`src/rtl/cdt_pkg.sv`:
```
// ----------------------------------------------------------------------------
// cdt_pkg: shared types, constants and helpers for the countdown timer
// Holds the word formats, request and register codes, the digit font and
// the small arithmetic helpers used by the load pipeline and the state stage.
// ----------------------------------------------------------------------------
package cdt_pkg;

    // Request codes
    localparam logic [1:0] REQ_TICK  = 2'd0;
    localparam logic [1:0] REQ_PAUSE = 2'd1;
    localparam logic [1:0] REQ_LOAD  = 2'd2;
    localparam logic [1:0] REQ_PIXEL = 2'd3;

    // Configuration register indexes
    localparam int CFG_INDEX_W = 3;
    localparam logic [CFG_INDEX_W-1:0] CFG_BACKGROUND = 3'd0;
    localparam logic [CFG_INDEX_W-1:0] CFG_RUNNING    = 3'd1;
    localparam logic [CFG_INDEX_W-1:0] CFG_END        = 3'd2;
    localparam logic [CFG_INDEX_W-1:0] CFG_DIM        = 3'd3;
    localparam logic [CFG_INDEX_W-1:0] CFG_COLON      = 3'd4;

    // Register reset values
    localparam logic [31:0] RST_BACKGROUND = 32'h0000_0000;
    localparam logic [31:0] RST_RUNNING    = 32'hFFFF_FFFF;
    localparam logic [31:0] RST_END        = 32'hFFFF_0000;
    localparam logic [31:0] RST_DIM        = 32'hFF40_4040;
    localparam logic [31:0] RST_COLON      = 32'hFF80_8080;

    // Time arithmetic
    localparam logic [18:0] LOAD_LIMIT    = 19'd359999;
    localparam logic [11:0] SECS_PER_HOUR = 12'd3600;
    localparam logic [6:0]  SECS_PER_MIN  = 7'd60;
    // floor(s / 3600) = (s * HOUR_RECIP) >> HOUR_SHIFT for s <= 359999
    localparam logic [18:0] HOUR_RECIP    = 19'd298262;
    localparam int          HOUR_SHIFT    = 30;
    // floor(r / 60) = (r * MIN_RECIP) >> MIN_SHIFT for r < 3600
    localparam logic [12:0] MIN_RECIP     = 13'd4370;
    localparam int          MIN_SHIFT     = 18;

    // Face geometry
    localparam logic [4:0] FACE_W    = 5'd29;
    localparam logic [4:0] COLON_X0  = 5'd9;
    localparam logic [4:0] COLON_X1  = 5'd19;
    localparam logic [2:0] COLON_Y0  = 3'd1;
    localparam logic [2:0] COLON_Y1  = 3'd3;

    // 3x3 font, one row a word, bit 2 is the leftmost column
    localparam logic [2:0] GLYPH [10][3] = '{
        '{3'd7, 3'd5, 3'd7}, '{3'd6, 3'd2, 3'd7}, '{3'd6, 3'd2, 3'd3},
        '{3'd6, 3'd3, 3'd6}, '{3'd5, 3'd7, 3'd1}, '{3'd3, 3'd2, 3'd6},
        '{3'd4, 3'd7, 3'd7}, '{3'd7, 3'd1, 3'd1}, '{3'd7, 3'd7, 3'd7},
        '{3'd7, 3'd7, 3'd1}
    };

    typedef struct packed {
        logic [1:0]  req_type;
        logic [18:0] load_seconds;
        logic [4:0]  pixel_x;
        logic [2:0]  pixel_y;
    } t_in_word;

    typedef struct packed {
        logic [31:0] pixel_color;
        logic [6:0]  hours_left;
        logic [5:0]  minutes_left;
        logic [5:0]  seconds_left;
        logic        is_paused;
        logic        is_finished;
        logic        load_rejected;
    } t_out_word;

    typedef struct packed {
        logic [31:0] background_color;
        logic [31:0] running_color;
        logic [31:0] end_color;
        logic [31:0] dim_color;
        logic [31:0] colon_color;
    } t_colors;

    typedef struct packed {
        logic [3:0] tens;
        logic [3:0] ones;
    } t_bcd;

    typedef struct packed {
        t_bcd hrs;
        t_bcd mins;
        t_bcd secs;
        logic paused;
        logic finished;
    } t_timer_state;

    // Request fields that ride along the load pipeline
    typedef struct packed {
        logic [1:0] req_type;
        logic [4:0] pixel_x;
        logic [2:0] pixel_y;
        logic       too_big;
        logic       is_zero;
    } t_item_ctl;

    // Word handed from the load pipeline to the state stage
    typedef struct packed {
        t_item_ctl  ctl;
        t_bcd       hrs;
        t_bcd       mins;
        logic [5:0] secs;
    } t_prep_word;

    // Split a value below 100 into decimal digits
    function automatic t_bcd split_bcd(input logic [6:0] v);
        t_bcd r;
        r.tens = 4'd0;
        for (int i = 1; i < 10; i++) begin
            if (v >= 7'(i * 10)) begin
                r.tens = 4'(i);
            end
        end
        r.ones = 4'(v - 7'(r.tens) * 7'd10);
        return r;
    endfunction

    // Join two decimal digits into a binary value
    function automatic logic [6:0] bcd_to_bin(input t_bcd b);
        return 7'(b.tens) * 7'd10 + 7'(b.ones);
    endfunction

    // One font row of a digit, codes above nine draw a nine
    function automatic logic [2:0] glyph_row(input logic [3:0] d, input logic [1:0] r);
        logic [3:0] dd;
        dd = (d > 4'd9) ? 4'd9 : d;
        return GLYPH[dd][r];
    endfunction

endpackage

```
`src/rtl/cdt_prep.sv`:
```
// ----------------------------------------------------------------------------
// cdt_prep: load conversion pipeline
// Five register stages turn the loaded second count into hour and minute
// digits and a binary second count, with constant reciprocals in place of
// division. Stages only hold when the stage after them is full and held.
// ----------------------------------------------------------------------------
module cdt_prep
    import cdt_pkg::*;
(
    input  logic       i_clk,
    input  logic       i_rst_n,
    input  logic       i_valid,
    output logic       o_stall,
    input  t_in_word   i_in_data,
    output logic       o_valid,
    input  logic       i_ready,
    output t_prep_word o_word
);

    // Stage valids
    logic r_v1, r_v2, r_v3, r_v4, r_v5;
    logic rdy1, rdy2, rdy3, rdy4, rdy5;

    // Stage payloads
    t_item_ctl   r_ctl1, r_ctl2, r_ctl3, r_ctl4;
    logic [18:0] r_sec1, r_sec2;
    logic [6:0]  r_hrs2, r_hrs3_bin;
    logic [11:0] r_rem3, r_rem4;
    t_bcd        r_hbcd3, r_hbcd4;
    logic [5:0]  r_min4;
    t_prep_word  r_word5;

    logic [37:0] hour_prod;
    logic [18:0] rem_full;
    logic [24:0] min_prod;
    logic [11:0] sec_full;
    t_item_ctl   n_ctl1;

    // Ready chain: a stage takes a word when empty or when it moves on
    assign rdy5    = !r_v5 || i_ready;
    assign rdy4    = !r_v4 || rdy5;
    assign rdy3    = !r_v3 || rdy4;
    assign rdy2    = !r_v2 || rdy3;
    assign rdy1    = !r_v1 || rdy2;
    assign o_stall = !rdy1;
    assign o_valid = r_v5;
    assign o_word  = r_word5;

    // Capture request fields and flag out-of-range and zero loads
    always_comb begin
        n_ctl1.req_type = i_in_data.req_type;
        n_ctl1.pixel_x  = i_in_data.pixel_x;
        n_ctl1.pixel_y  = i_in_data.pixel_y;
        n_ctl1.too_big  = i_in_data.load_seconds > LOAD_LIMIT;
        n_ctl1.is_zero  = i_in_data.load_seconds == 19'd0;
    end

    // Hours by reciprocal, remainder, minutes by reciprocal, seconds
    always_comb begin
        hour_prod = 38'(r_sec1) * 38'(HOUR_RECIP);
        rem_full  = r_sec2 - 19'(r_hrs2) * 19'(SECS_PER_HOUR);
        min_prod  = 25'(r_rem3) * 25'(MIN_RECIP);
        sec_full  = r_rem4 - 12'(r_min4) * 12'(SECS_PER_MIN);
    end

    // Advance valids
    always_ff @(posedge i_clk) begin
        if (!i_rst_n) begin
            r_v1 <= 1'b0;
            r_v2 <= 1'b0;
            r_v3 <= 1'b0;
            r_v4 <= 1'b0;
            r_v5 <= 1'b0;
        end else begin
            if (rdy1) r_v1 <= i_valid;
            if (rdy2) r_v2 <= r_v1;
            if (rdy3) r_v3 <= r_v2;
            if (rdy4) r_v4 <= r_v3;
            if (rdy5) r_v5 <= r_v4;
        end
    end

    // Advance payloads
    always_ff @(posedge i_clk) begin
        if (rdy1) begin
            r_ctl1 <= n_ctl1;
            r_sec1 <= i_in_data.load_seconds;
        end
        if (rdy2) begin
            r_ctl2 <= r_ctl1;
            r_sec2 <= r_sec1;
            r_hrs2 <= hour_prod[HOUR_SHIFT+6:HOUR_SHIFT];
        end
        if (rdy3) begin
            r_ctl3     <= r_ctl2;
            r_rem3     <= rem_full[11:0];
            r_hrs3_bin <= r_hrs2;
            r_hbcd3    <= split_bcd(r_hrs2);
        end
        if (rdy4) begin
            r_ctl4  <= r_ctl3;
            r_rem4  <= r_rem3;
            r_min4  <= min_prod[MIN_SHIFT+5:MIN_SHIFT];
            r_hbcd4 <= r_hbcd3;
        end
        if (rdy5) begin
            r_word5.ctl  <= r_ctl4;
            r_word5.hrs  <= r_hbcd4;
            r_word5.mins <= split_bcd({1'b0, r_min4});
            r_word5.secs <= sec_full[5:0];
        end
    end

`ifndef ASSERT_OFF
    // Reciprocal hours stay in range for accepted loads
    a_hours_range: assert property (@(posedge i_clk) disable iff (!i_rst_n)
        (r_v3 && !r_ctl3.too_big) |-> (r_hrs3_bin <= 7'd99 && r_rem3 < SECS_PER_HOUR))
        else $error("hour conversion out of range");

    // Reciprocal minutes stay in range
    a_mins_range: assert property (@(posedge i_clk) disable iff (!i_rst_n)
        (r_v4 && !r_ctl4.too_big) |-> (r_min4 < 6'd60 && r_rem4 < SECS_PER_HOUR))
        else $error("minute conversion out of range");

    // Seconds left after minutes stay below one minute
    a_secs_range: assert property (@(posedge i_clk) disable iff (!i_rst_n)
        (r_v5 && !r_word5.ctl.too_big) |-> (r_word5.secs < 6'd60))
        else $error("second conversion out of range");
`endif

endmodule

```
`src/rtl/cdt_pixel.sv`:
```
// ----------------------------------------------------------------------------
// cdt_pixel: face renderer
// Maps one pixel position to its colour from the current timer state:
// colon pixels, six digit cells with dimmed leading hours and minutes,
// and background elsewhere.
// ----------------------------------------------------------------------------
module cdt_pixel
    import cdt_pkg::*;
(
    input  t_timer_state i_state,
    input  t_colors      i_colors,
    input  logic [4:0]   i_x,
    input  logic [2:0]   i_y,
    output logic [31:0]  o_color
);

    logic        slot_hit;
    logic [2:0]  slot;
    logic [1:0]  dx;
    logic [3:0]  digit;
    logic [31:0] fg;
    logic [31:0] ink;
    logic [2:0]  row_bits;
    logic        hrs_nz;
    logic        mins_nz;
    logic        on_colon;
    logic        in_rows;

    // Locate the digit cell under the column
    always_comb begin
        slot_hit = 1'b1;
        slot     = 3'd0;
        dx       = 2'd0;
        unique case (i_x)
            5'd1, 5'd2, 5'd3: begin
                slot = 3'd0;
                dx   = 2'(i_x - 5'd1);
            end
            5'd5, 5'd6, 5'd7: begin
                slot = 3'd1;
                dx   = 2'(i_x - 5'd5);
            end
            5'd11, 5'd12, 5'd13: begin
                slot = 3'd2;
                dx   = 2'(i_x - 5'd11);
            end
            5'd15, 5'd16, 5'd17: begin
                slot = 3'd3;
                dx   = 2'(i_x - 5'd15);
            end
            5'd21, 5'd22, 5'd23: begin
                slot = 3'd4;
                dx   = 2'(i_x - 5'd21);
            end
            5'd25, 5'd26, 5'd27: begin
                slot = 3'd5;
                dx   = 2'(i_x - 5'd25);
            end
            default: begin
                slot_hit = 1'b0;
            end
        endcase
    end

    // Pick the digit and its ink, dimming leading zero fields
    always_comb begin
        hrs_nz  = (i_state.hrs.tens != 4'd0) || (i_state.hrs.ones != 4'd0);
        mins_nz = (i_state.mins.tens != 4'd0) || (i_state.mins.ones != 4'd0);
        fg      = (i_state.paused || i_state.finished) ? i_colors.end_color
                                                       : i_colors.running_color;
        ink     = fg;
        unique case (slot)
            3'd0:    digit = i_state.hrs.tens;
            3'd1:    digit = i_state.hrs.ones;
            3'd2:    digit = i_state.mins.tens;
            3'd3:    digit = i_state.mins.ones;
            3'd4:    digit = i_state.secs.tens;
            default: digit = i_state.secs.ones;
        endcase
        if (slot < 3'd2 && !(hrs_nz || i_state.finished)) begin
            ink   = i_colors.dim_color;
            digit = 4'd0;
        end else if ((slot == 3'd2 || slot == 3'd3) &&
                     !(mins_nz || hrs_nz || i_state.finished)) begin
            ink   = i_colors.dim_color;
            digit = 4'd0;
        end
    end

    // Resolve the final colour
    always_comb begin
        in_rows  = (i_y >= 3'd1) && (i_y <= 3'd3) && (i_x < FACE_W);
        on_colon = (i_x == COLON_X0 || i_x == COLON_X1) &&
                   (i_y == COLON_Y0 || i_y == COLON_Y1);
        row_bits = glyph_row(digit, 2'(i_y - 3'd1));
        if (!in_rows) begin
            o_color = i_colors.background_color;
        end else if (on_colon) begin
            o_color = i_colors.colon_color;
        end else if (slot_hit && row_bits[2'd2 - dx]) begin
            o_color = ink;
        end else begin
            o_color = i_colors.background_color;
        end
    end

endmodule

```
`src/rtl/cdt_core.sv`:
```
// ----------------------------------------------------------------------------
// cdt_core: timer state stage and result register
// Applies one word a cycle, unless stalled, to the timer state (tick,
// pause, load, pixel read) and registers the result word with the new state.
// ----------------------------------------------------------------------------
module cdt_core
    import cdt_pkg::*;
(
    input  logic       i_clk,
    input  logic       i_rst_n,
    input  logic       i_valid,
    output logic       o_ready,
    input  t_prep_word i_word,
    input  t_colors    i_colors,
    output logic       o_valid,
    input  logic       i_stall,
    output t_out_word  o_out_data
);

    t_timer_state r_state, n_state;
    logic         r_out_valid;
    t_out_word    r_out, n_out;
    logic         advance;
    logic         take;
    logic         last_second;
    logic         rejected;
    logic [31:0]  pix_color;
    logic [31:0]  color;

    localparam t_timer_state DONE_STATE = '{
        hrs: '0, mins: '0, secs: '0, paused: 1'b0, finished: 1'b1};

    // Step the time down by one second, digit by digit
    function automatic t_timer_state dec_time(input t_timer_state s);
        t_timer_state r;
        r = s;
        if (s.secs.ones != 4'd0) begin
            r.secs.ones = s.secs.ones - 4'd1;
        end else begin
            r.secs.ones = 4'd9;
            if (s.secs.tens != 4'd0) begin
                r.secs.tens = s.secs.tens - 4'd1;
            end else begin
                r.secs.tens = 4'd5;
                if (s.mins.ones != 4'd0) begin
                    r.mins.ones = s.mins.ones - 4'd1;
                end else begin
                    r.mins.ones = 4'd9;
                    if (s.mins.tens != 4'd0) begin
                        r.mins.tens = s.mins.tens - 4'd1;
                    end else begin
                        r.mins.tens = 4'd5;
                        if (s.hrs.ones != 4'd0) begin
                            r.hrs.ones = s.hrs.ones - 4'd1;
                        end else begin
                            r.hrs.ones = 4'd9;
                            r.hrs.tens = s.hrs.tens - 4'd1;
                        end
                    end
                end
            end
        end
        return r;
    endfunction

    assign advance    = !r_out_valid || !i_stall;
    assign take       = i_valid && advance;
    assign o_ready    = advance;
    assign o_valid    = r_out_valid;
    assign o_out_data = r_out;

    cdt_pixel u_pixel (
        .i_state  (r_state),
        .i_colors (i_colors),
        .i_x      (i_word.ctl.pixel_x),
        .i_y      (i_word.ctl.pixel_y),
        .o_color  (pix_color)
    );

    // Apply the request to the timer state
    always_comb begin
        n_state     = r_state;
        rejected    = 1'b0;
        color       = 32'd0;
        last_second = (r_state.hrs == '0) && (r_state.mins == '0) &&
                      (r_state.secs.tens == 4'd0) && (r_state.secs.ones <= 4'd1);
        unique case (i_word.ctl.req_type)
            REQ_TICK: begin
                if (!r_state.finished && !r_state.paused) begin
                    n_state = last_second ? DONE_STATE : dec_time(r_state);
                end
            end
            REQ_PAUSE: begin
                if (!r_state.finished) begin
                    n_state.paused = !r_state.paused;
                end
            end
            REQ_LOAD: begin
                if (i_word.ctl.too_big) begin
                    rejected = 1'b1;
                end else if (i_word.ctl.is_zero) begin
                    n_state = DONE_STATE;
                end else begin
                    n_state.hrs      = i_word.hrs;
                    n_state.mins     = i_word.mins;
                    n_state.secs     = split_bcd({1'b0, i_word.secs});
                    n_state.paused   = 1'b0;
                    n_state.finished = 1'b0;
                end
            end
            REQ_PIXEL: begin
                color = pix_color;
            end
            default: begin
                color = 32'd0;
            end
        endcase
    end

    // Build the result word from the new state
    always_comb begin
        n_out.pixel_color   = color;
        n_out.hours_left    = bcd_to_bin(n_state.hrs);
        n_out.minutes_left  = 6'(bcd_to_bin(n_state.mins));
        n_out.seconds_left  = 6'(bcd_to_bin(n_state.secs));
        n_out.is_paused     = n_state.paused;
        n_out.is_finished   = n_state.finished;
        n_out.load_rejected = rejected;
    end

    // Commit state and hold the result until taken
    always_ff @(posedge i_clk) begin
        if (!i_rst_n) begin
            r_state     <= '0;
            r_out_valid <= 1'b0;
        end else begin
            if (advance) r_out_valid <= i_valid;
            if (take)    r_state     <= n_state;
        end
    end

    always_ff @(posedge i_clk) begin
        if (take) r_out <= n_out;
    end

`ifndef ASSERT_OFF
    // A finished timer shows no time left
    a_done_clear: assert property (@(posedge i_clk) disable iff (!i_rst_n)
        r_state.finished |-> (r_state.hrs == '0 && r_state.mins == '0 &&
                              r_state.secs == '0))
        else $error("finished timer holds time");

    // A finished timer is never paused
    a_done_unpaused: assert property (@(posedge i_clk) disable iff (!i_rst_n)
        r_state.finished |-> !r_state.paused)
        else $error("finished timer is paused");

    // Time digits stay decimal and below sixty in minutes and seconds
    a_digits: assert property (@(posedge i_clk) disable iff (!i_rst_n)
        1'b1 |-> (r_state.secs.tens <= 4'd5 && r_state.secs.ones <= 4'd9 &&
                  r_state.mins.tens <= 4'd5 && r_state.mins.ones <= 4'd9 &&
                  r_state.hrs.tens <= 4'd9 && r_state.hrs.ones <= 4'd9))
        else $error("time digit out of range");

    // State moves only when a word is taken
    a_state_hold: assert property (@(posedge i_clk) disable iff (!i_rst_n)
        !take |=> $stable(r_state))
        else $error("state changed without a word");
`endif

endmodule

```
`src/rtl/countdown_timer_pixel_display.sv`:
```
// ----------------------------------------------------------------------------
// countdown_timer_pixel_display: countdown timer with pause and pixel face
// Counts a loaded h:m:s time down on second ticks, toggles pause, and
// answers pixel reads of its 29x5 face with the color at that pixel.
// ----------------------------------------------------------------------------
//
//  channel   direction  handshake                      payload
//  --------  ---------  -----------------------------  ---------------------
//  request   in         i_valid / o_stall              i_in_data  (t_in_word)
//  result    out        o_valid / i_stall              o_out_data (t_out_word)
//  config    in         i_cfg_valid / o_cfg_ready      i_cfg_index, i_cfg_data
//
//  One word is accepted each cycle while o_stall is low; its result word
//  passes the five prep stages and the result register to the output.
//  All requests pass through the five-stage load conversion pipeline ahead
//  of the state stage, which keeps them in order.
//  Synchronous reset clears the time and flags and restores default colors.
//  A held result stalls the result register only; requests keep flowing in
//  until all six stages are full.
//
module countdown_timer_pixel_display
    import cdt_pkg::*;
(
    input  logic                   i_clk,
    input  logic                   i_rst_n,
    input  logic                   i_valid,
    output logic                   o_stall,
    input  t_in_word               i_in_data,
    output logic                   o_valid,
    input  logic                   i_stall,
    output t_out_word              o_out_data,
    input  logic                   i_cfg_valid,
    output logic                   o_cfg_ready,
    input  logic [CFG_INDEX_W-1:0] i_cfg_index,
    input  logic [31:0]            i_cfg_data
);

    t_colors    r_colors;
    logic       prep_valid;
    logic       core_ready;
    t_prep_word prep_word;

    assign o_cfg_ready = 1'b1;

    // Write color registers, drop unknown indexes
    always_ff @(posedge i_clk) begin
        if (!i_rst_n) begin
            r_colors.background_color <= RST_BACKGROUND;
            r_colors.running_color    <= RST_RUNNING;
            r_colors.end_color        <= RST_END;
            r_colors.dim_color        <= RST_DIM;
            r_colors.colon_color      <= RST_COLON;
        end else if (i_cfg_valid && o_cfg_ready) begin
            unique case (i_cfg_index)
                CFG_BACKGROUND: r_colors.background_color <= i_cfg_data;
                CFG_RUNNING:    r_colors.running_color    <= i_cfg_data;
                CFG_END:        r_colors.end_color        <= i_cfg_data;
                CFG_DIM:        r_colors.dim_color        <= i_cfg_data;
                CFG_COLON:      r_colors.colon_color      <= i_cfg_data;
                default:        r_colors                  <= r_colors;
            endcase
        end
    end

    cdt_prep u_prep (
        .i_clk     (i_clk),
        .i_rst_n   (i_rst_n),
        .i_valid   (i_valid),
        .o_stall   (o_stall),
        .i_in_data (i_in_data),
        .o_valid   (prep_valid),
        .i_ready   (core_ready),
        .o_word    (prep_word)
    );

    cdt_core u_core (
        .i_clk      (i_clk),
        .i_rst_n    (i_rst_n),
        .i_valid    (prep_valid),
        .o_ready    (core_ready),
        .i_word     (prep_word),
        .i_colors   (r_colors),
        .o_valid    (o_valid),
        .i_stall    (i_stall),
        .o_out_data (o_out_data)
    );

endmodule

```
`config.mk`:
```
export PLATFORM = sky130hd
export DESIGN_NAME = countdown_timer_pixel_display
export DESIGN_NICKNAME = d
export VERILOG_FILES = /design/src/rtl/cdt_pkg.sv /design/src/rtl/cdt_prep.sv /design/src/rtl/cdt_pixel.sv /design/src/rtl/cdt_core.sv /design/src/rtl/countdown_timer_pixel_display.sv
export SDC_FILE = /design/constraint.sdc
export NUM_CORES = 1
export LEC_CHECK = 0
export BUFFER_PORTS_ARGS = -buffer_cell sky130_fd_sc_hd__buf_2
export CORE_ASPECT_RATIO = 1.75
export CORE_UTILIZATION = 55
export CTS_CLUSTER_DIAMETER = 50
export CTS_CLUSTER_SIZE = 16
export DETAILED_ROUTE_END_ITERATION = 10
export GPL_TIMING_DRIVEN = 0
export PLACE_DENSITY_LB_ADDON = 0.3
export SLEW_MARGIN = 5
export SYNTH_ARGS = -nofsm -noshare
export SYNTH_HDL_FRONTEND = slang
export SYNTH_HIERARCHICAL = 1
export SYNTH_SLANG_ARGS = --single-unit
```
`constraint.sdc`:
```
create_clock -name i_clk -period 6.8 [get_ports i_clk]
set_input_delay 1.02 -clock i_clk [delete_from_list [all_inputs] [get_ports i_clk]]
set_output_delay 1.02 -clock i_clk [all_outputs]
set_load 0.005 [all_outputs]
```
==> flow_metrics.py <==
metrics = {
    "global_routing": {
        "antenna_found_initial": 4,
        "track_usage": 0.276,
        "gr-usage-met1": 0.284,
        "global_route.usage.met3": 0.0383,
        "grt.busiest_layer": "met2",
        "grt_max_degree": 59,
        "met2_usage": 0.528,
        "grt_overflow": 0,
        "grt_first_pass_wirelength_mm": 105,
        "first_global_vias": 20300,
    },
    "sta": {
        "fin_ws_ns": 0.709,
        "tightest_slew_ns": 1.24,
        "skew_ns": 0.0247,
        "finalCritPeriodShare": 0.896,
        "hold_viol": 0,
        "slew_violations": 0,
        "rsz0062_at_grt": "false",
        "finalCriticalPeriod_ns": 6.09,
        "slew-limit-headroom": 0.169,
        "setup_violations": 0,
        "setup-tns-final_ns": 0,
        "fmax_mhz": 164,
    },
    "clock_tree": {
        "htreeDepth": 2,
        "clock_latency_ns": 0.55,
        "clock_sink_count": 405,
        "hold_buffers": 0,
        "clockBufferDepth": 3,
        "postCtsSetupBuffers": 0,
        "root_buffer": "clkbuf_16",
        "cts_made_buffers": 35,
        "cts_tree": "built",
        "clk_pin_slew_ns": 0.07,
        "cts_resized": 0,
    },
    "die": {
        "coreArea_mm2": 0.0469,
        "ios": 126,
        "initial_core_util": 0.557,
        "dieArea_mm2": 0.0484,
        "rows": 105,
        "die_w_um": 167,
        "dieHeight_um": 290,
    },
    "synth": {
        "synth_top_cells_by_count": "inv_1 (317), ha_1 (277), nand2_1 (219), edfxtp_1 (213), dfxtp_1 (192)",
        "seq_area_frac_synth": 0.392,
        "netlist_instances": 2520,
        "yosysMostFrequentCell": "inv_1",
        "synthArstFlopShare": 0,
        "synth_top_flop_cell": "edfxtp_1",
        "synth_top_area_cell": "edfxtp_1",
        "ys_types": 100,
        "synth_fp_nets": 2964,
        "ys_seq_elements": 405,
        "synth_area_mm2": 0.0261,
        "syn_area_per_cell_um2": 10.4,
        "synthTopCellsByArea": "edfxtp_1 (25%), dfxtp_1 (15%), ha_1 (13%)",
        "synth_top_area_share": 0.245,
        "synth_edf_count": 213,
        "yosysWarningCount": 6,
    },
    "routing": {
        "post_drt_via_cell_ratio": 5.84,
        "wirelength_mm": 66.4,
        "ant_nets": 0,
        "post_drt_wl_per_cell_um": 20.1,
        "first_pass_iters": 5,
        "drc_errors": 0,
        "first_iter_violations": 1101,
        "num_vias": 19200,
    },
    "placement": {
        "place_area_mm2": 0.0275,
        "post-dp-hpwl_mm": 51.8,
        "finalWeightedCongestion": 0.946,
        "post-place-ws_ns": 0.731,
        "portBuffers": 124,
    },
    "critical_path": {
        "r2r_start": "u_prep/r_sec1[10]$_DFFE_PN_",
        "r2r.worst_path.cells": 18,
        "cp.required_ns": 7.08,
        "critPathArrivalTime_ns": 6.38,
        "worstSetupPathType": "flop to flop",
        "regToRegSetupSlack_ns": 0.71,
        "cp-end-kind": "flop",
        "crit_fanout": 7,
        "crit_path_start_kind": "flop",
        "crit_start": "u_prep/r_sec1[10]$_DFFE_PN_",
    },
    "pwr": {
        "combPwrFrac": 0.465,
        "seqPwrFrac": 0.328,
        "power_density_mw_per_mm2": 336,
        "p_clk_frac": 0.207,
        "switchingPower_uw": 3680,
        "internal_power_uw": 5940,
        "power_leakage_uw": 0.0130,
        "sw_frac_of_total": 0.382,
        "ir_worst_vdd_uv": 428,
    },
    "outcome": {
        "status": "complete, no violations",
    },
    "cells_and_area": {
        "antennaDiodeCount": 0,
        "postLayoutCellArea_mm2": 0.0286,
        "area_growth_syn_to_layout_pct": 9.58,
        "drive_gt1_frac": 0.111,
        "postLayoutCoreUtil": 0.610,
        "fill_cells": 3914,
        "layout.nets": 3126,
    },
    "min_path": {
        "worstHoldPathCells": 0,
        "holdCritStartpoint": "u_prep/r_rem4[0]$_DFFE_PP_",
        "min_path_type": "flop to flop",
    },
    "flow_run": {
        "cap_viol_max_count": 0,
    },
}
final timing paths:
kind / endpoint
setup / recovery: u_prep/r_hrs2[6]$_DFFE_PP_
hold / removal: u_prep/o_word[0]$_DFFE_PP_
setup reg to reg: u_prep/r_hrs2[6]$_DFFE_PP_
hold reg to reg: u_prep/o_word[0]$_DFFE_PP_
per-layer routing:
metal,routed length (um),up-vias
li1,-,9052
met1,23700,9292
met2,35400,655
met3,3330,230
met4,3850,8
met5,53,-
registers in the layout, indices dropped and copies added, names as in the netlist:
signal	flops
u_prep/r_ctl1	12
u_prep/o_word	33
u_core/r_state	26
u_prep/r_hrs2	7
u_prep/o_valid	1
u_prep/r_sec2	12
u_prep/r_v2	1
u_prep/r_ctl3	12
u_prep/r_ctl4	12
u_prep/r_v3	1
u_prep/r_ctl2	12
u_core/o_valid	1
u_prep/r_rem4	6
u_prep/r_hbcd4	8
u_prep/r_hbcd3	8
u_core/o_out_data	54
u_prep/r_v1	1
u_prep/r_min4	6
u_prep/r_sec1	19
u_prep/r_v4	1
r_colors	160
u_prep/r_rem3	12
power groups by stage:
stage | sequential [uW] | combinational, uW | clock, uW
final | 3150 | 4470 | 1990
after floorplan | 3120 | 3360 | 0
after global routing | 3180 | 5110 | 2110
after detailed placement | 3210 | 4460 | 0
after global placement | 3190 | 4240 | 0
after CTS | 3150 | 4500 | 2030
per-stage QoR:
step	std cells	power, uW	hold slack [ns]
finish	3294	9620	0.414
floorplan	2520	6480	0.400
CTS	3294	9680	0.418
global route	3294	10400	0.417
global placement	3232	7430	0.400
detailed placement	3233	7670	0.405
final cells by class:
class | count | area, um^2 | share of cell area
Buffer | 112 | 597 | 0.0209
Clock buffer | 50 | 963 | 0.0337
Clock inverter | 11 | 140 | 0.00490
Inverter | 317 | 1190 | 0.0416
Multi-Input combinational cell | 1686 | 14100 | 0.493
Sequential cell | 405 | 10200 | 0.358
Tap cell | 588 | 736 | 0.0257
Timing Repair Buffer | 125 | 648 | 0.0227
critical path, cell delays in order, from the launching register on:
cell,delay [ns]
edfxtp_1,0.62
ha_1,0.41
ha_1,0.22
inv_1,0.09
fa_1,0.54
inv_1,0.05
fa_1,0.49
fa_1,0.55
inv_1,0.06
fa_1,0.53
inv_1,0.06
ha_1,0.32
nand2_1,0.10
nor3_1,0.28
o211ai_1,0.14
nor3_1,0.76
a211oi_2,0.27
a21oi_1,0.26
xnor2_1,0.09
layout by cell type, fill, tap and decap left out, types with 6 or more instances in the layout:
cell type | synthesis | routed
nand4_1 | 8 | 8
a21o_1 | 27 | 27
buf_6 | 13 | 13
nor3_1 | 38 | 38
buf_2 | 24 | 148
inv_1 | 317 | 317
nand2b_1 | 19 | 19
o31ai_1 | 7 | 7
mux2i_1 | 171 | 171
a221oi_2 | 33 | 33
clkbuf_16 | 0 | 36
xnor2_1 | 40 | 40
nand3b_1 | 6 | 6
nand3_1 | 57 | 56
fa_1 | 98 | 98
a21oi_1 | 70 | 70
and3_1 | 41 | 41
xor2_1 | 15 | 15
edfxtp_1 | 213 | 213
a211oi_1 | 7 | 7
nor4_1 | 7 | 7
o21ai_1 | 8 | 8
a31oi_1 | 12 | 12
buf_4 | 12 | 12
clkbuf_1 | 62 | 74
a221o_1 | 8 | 8
nand2_1 | 219 | 217
o22ai_1 | 14 | 14
o21ai_0 | 128 | 128
o21a_1 | 15 | 15
a21boi_0 | 6 | 6
nor2_1 | 98 | 98
nor2b_1 | 128 | 128
dfxtp_1 | 192 | 192
ha_1 | 277 | 277
cells by family (layout without fill, tap and decap cells):
logic type / after synthesis / count (layout) / share of synthesized area
AO/OA/AOI/OAI: 406 / 406 / 0.112
XOR/XNOR: 55 / 55 / 0.0185
adder cells (fa/ha/maj): 376 / 376 / 0.208
buffers and inverters: 429 / 615 / 0.0683
flip-flops: 405 / 405 / 0.392
multiplexers: 173 / 173 / 0.0666
other: 2 / 2 / 0.000288
AND/OR/NAND/NOR: 674 / 674 / 0.134
(Power assumes the default switching activity.)
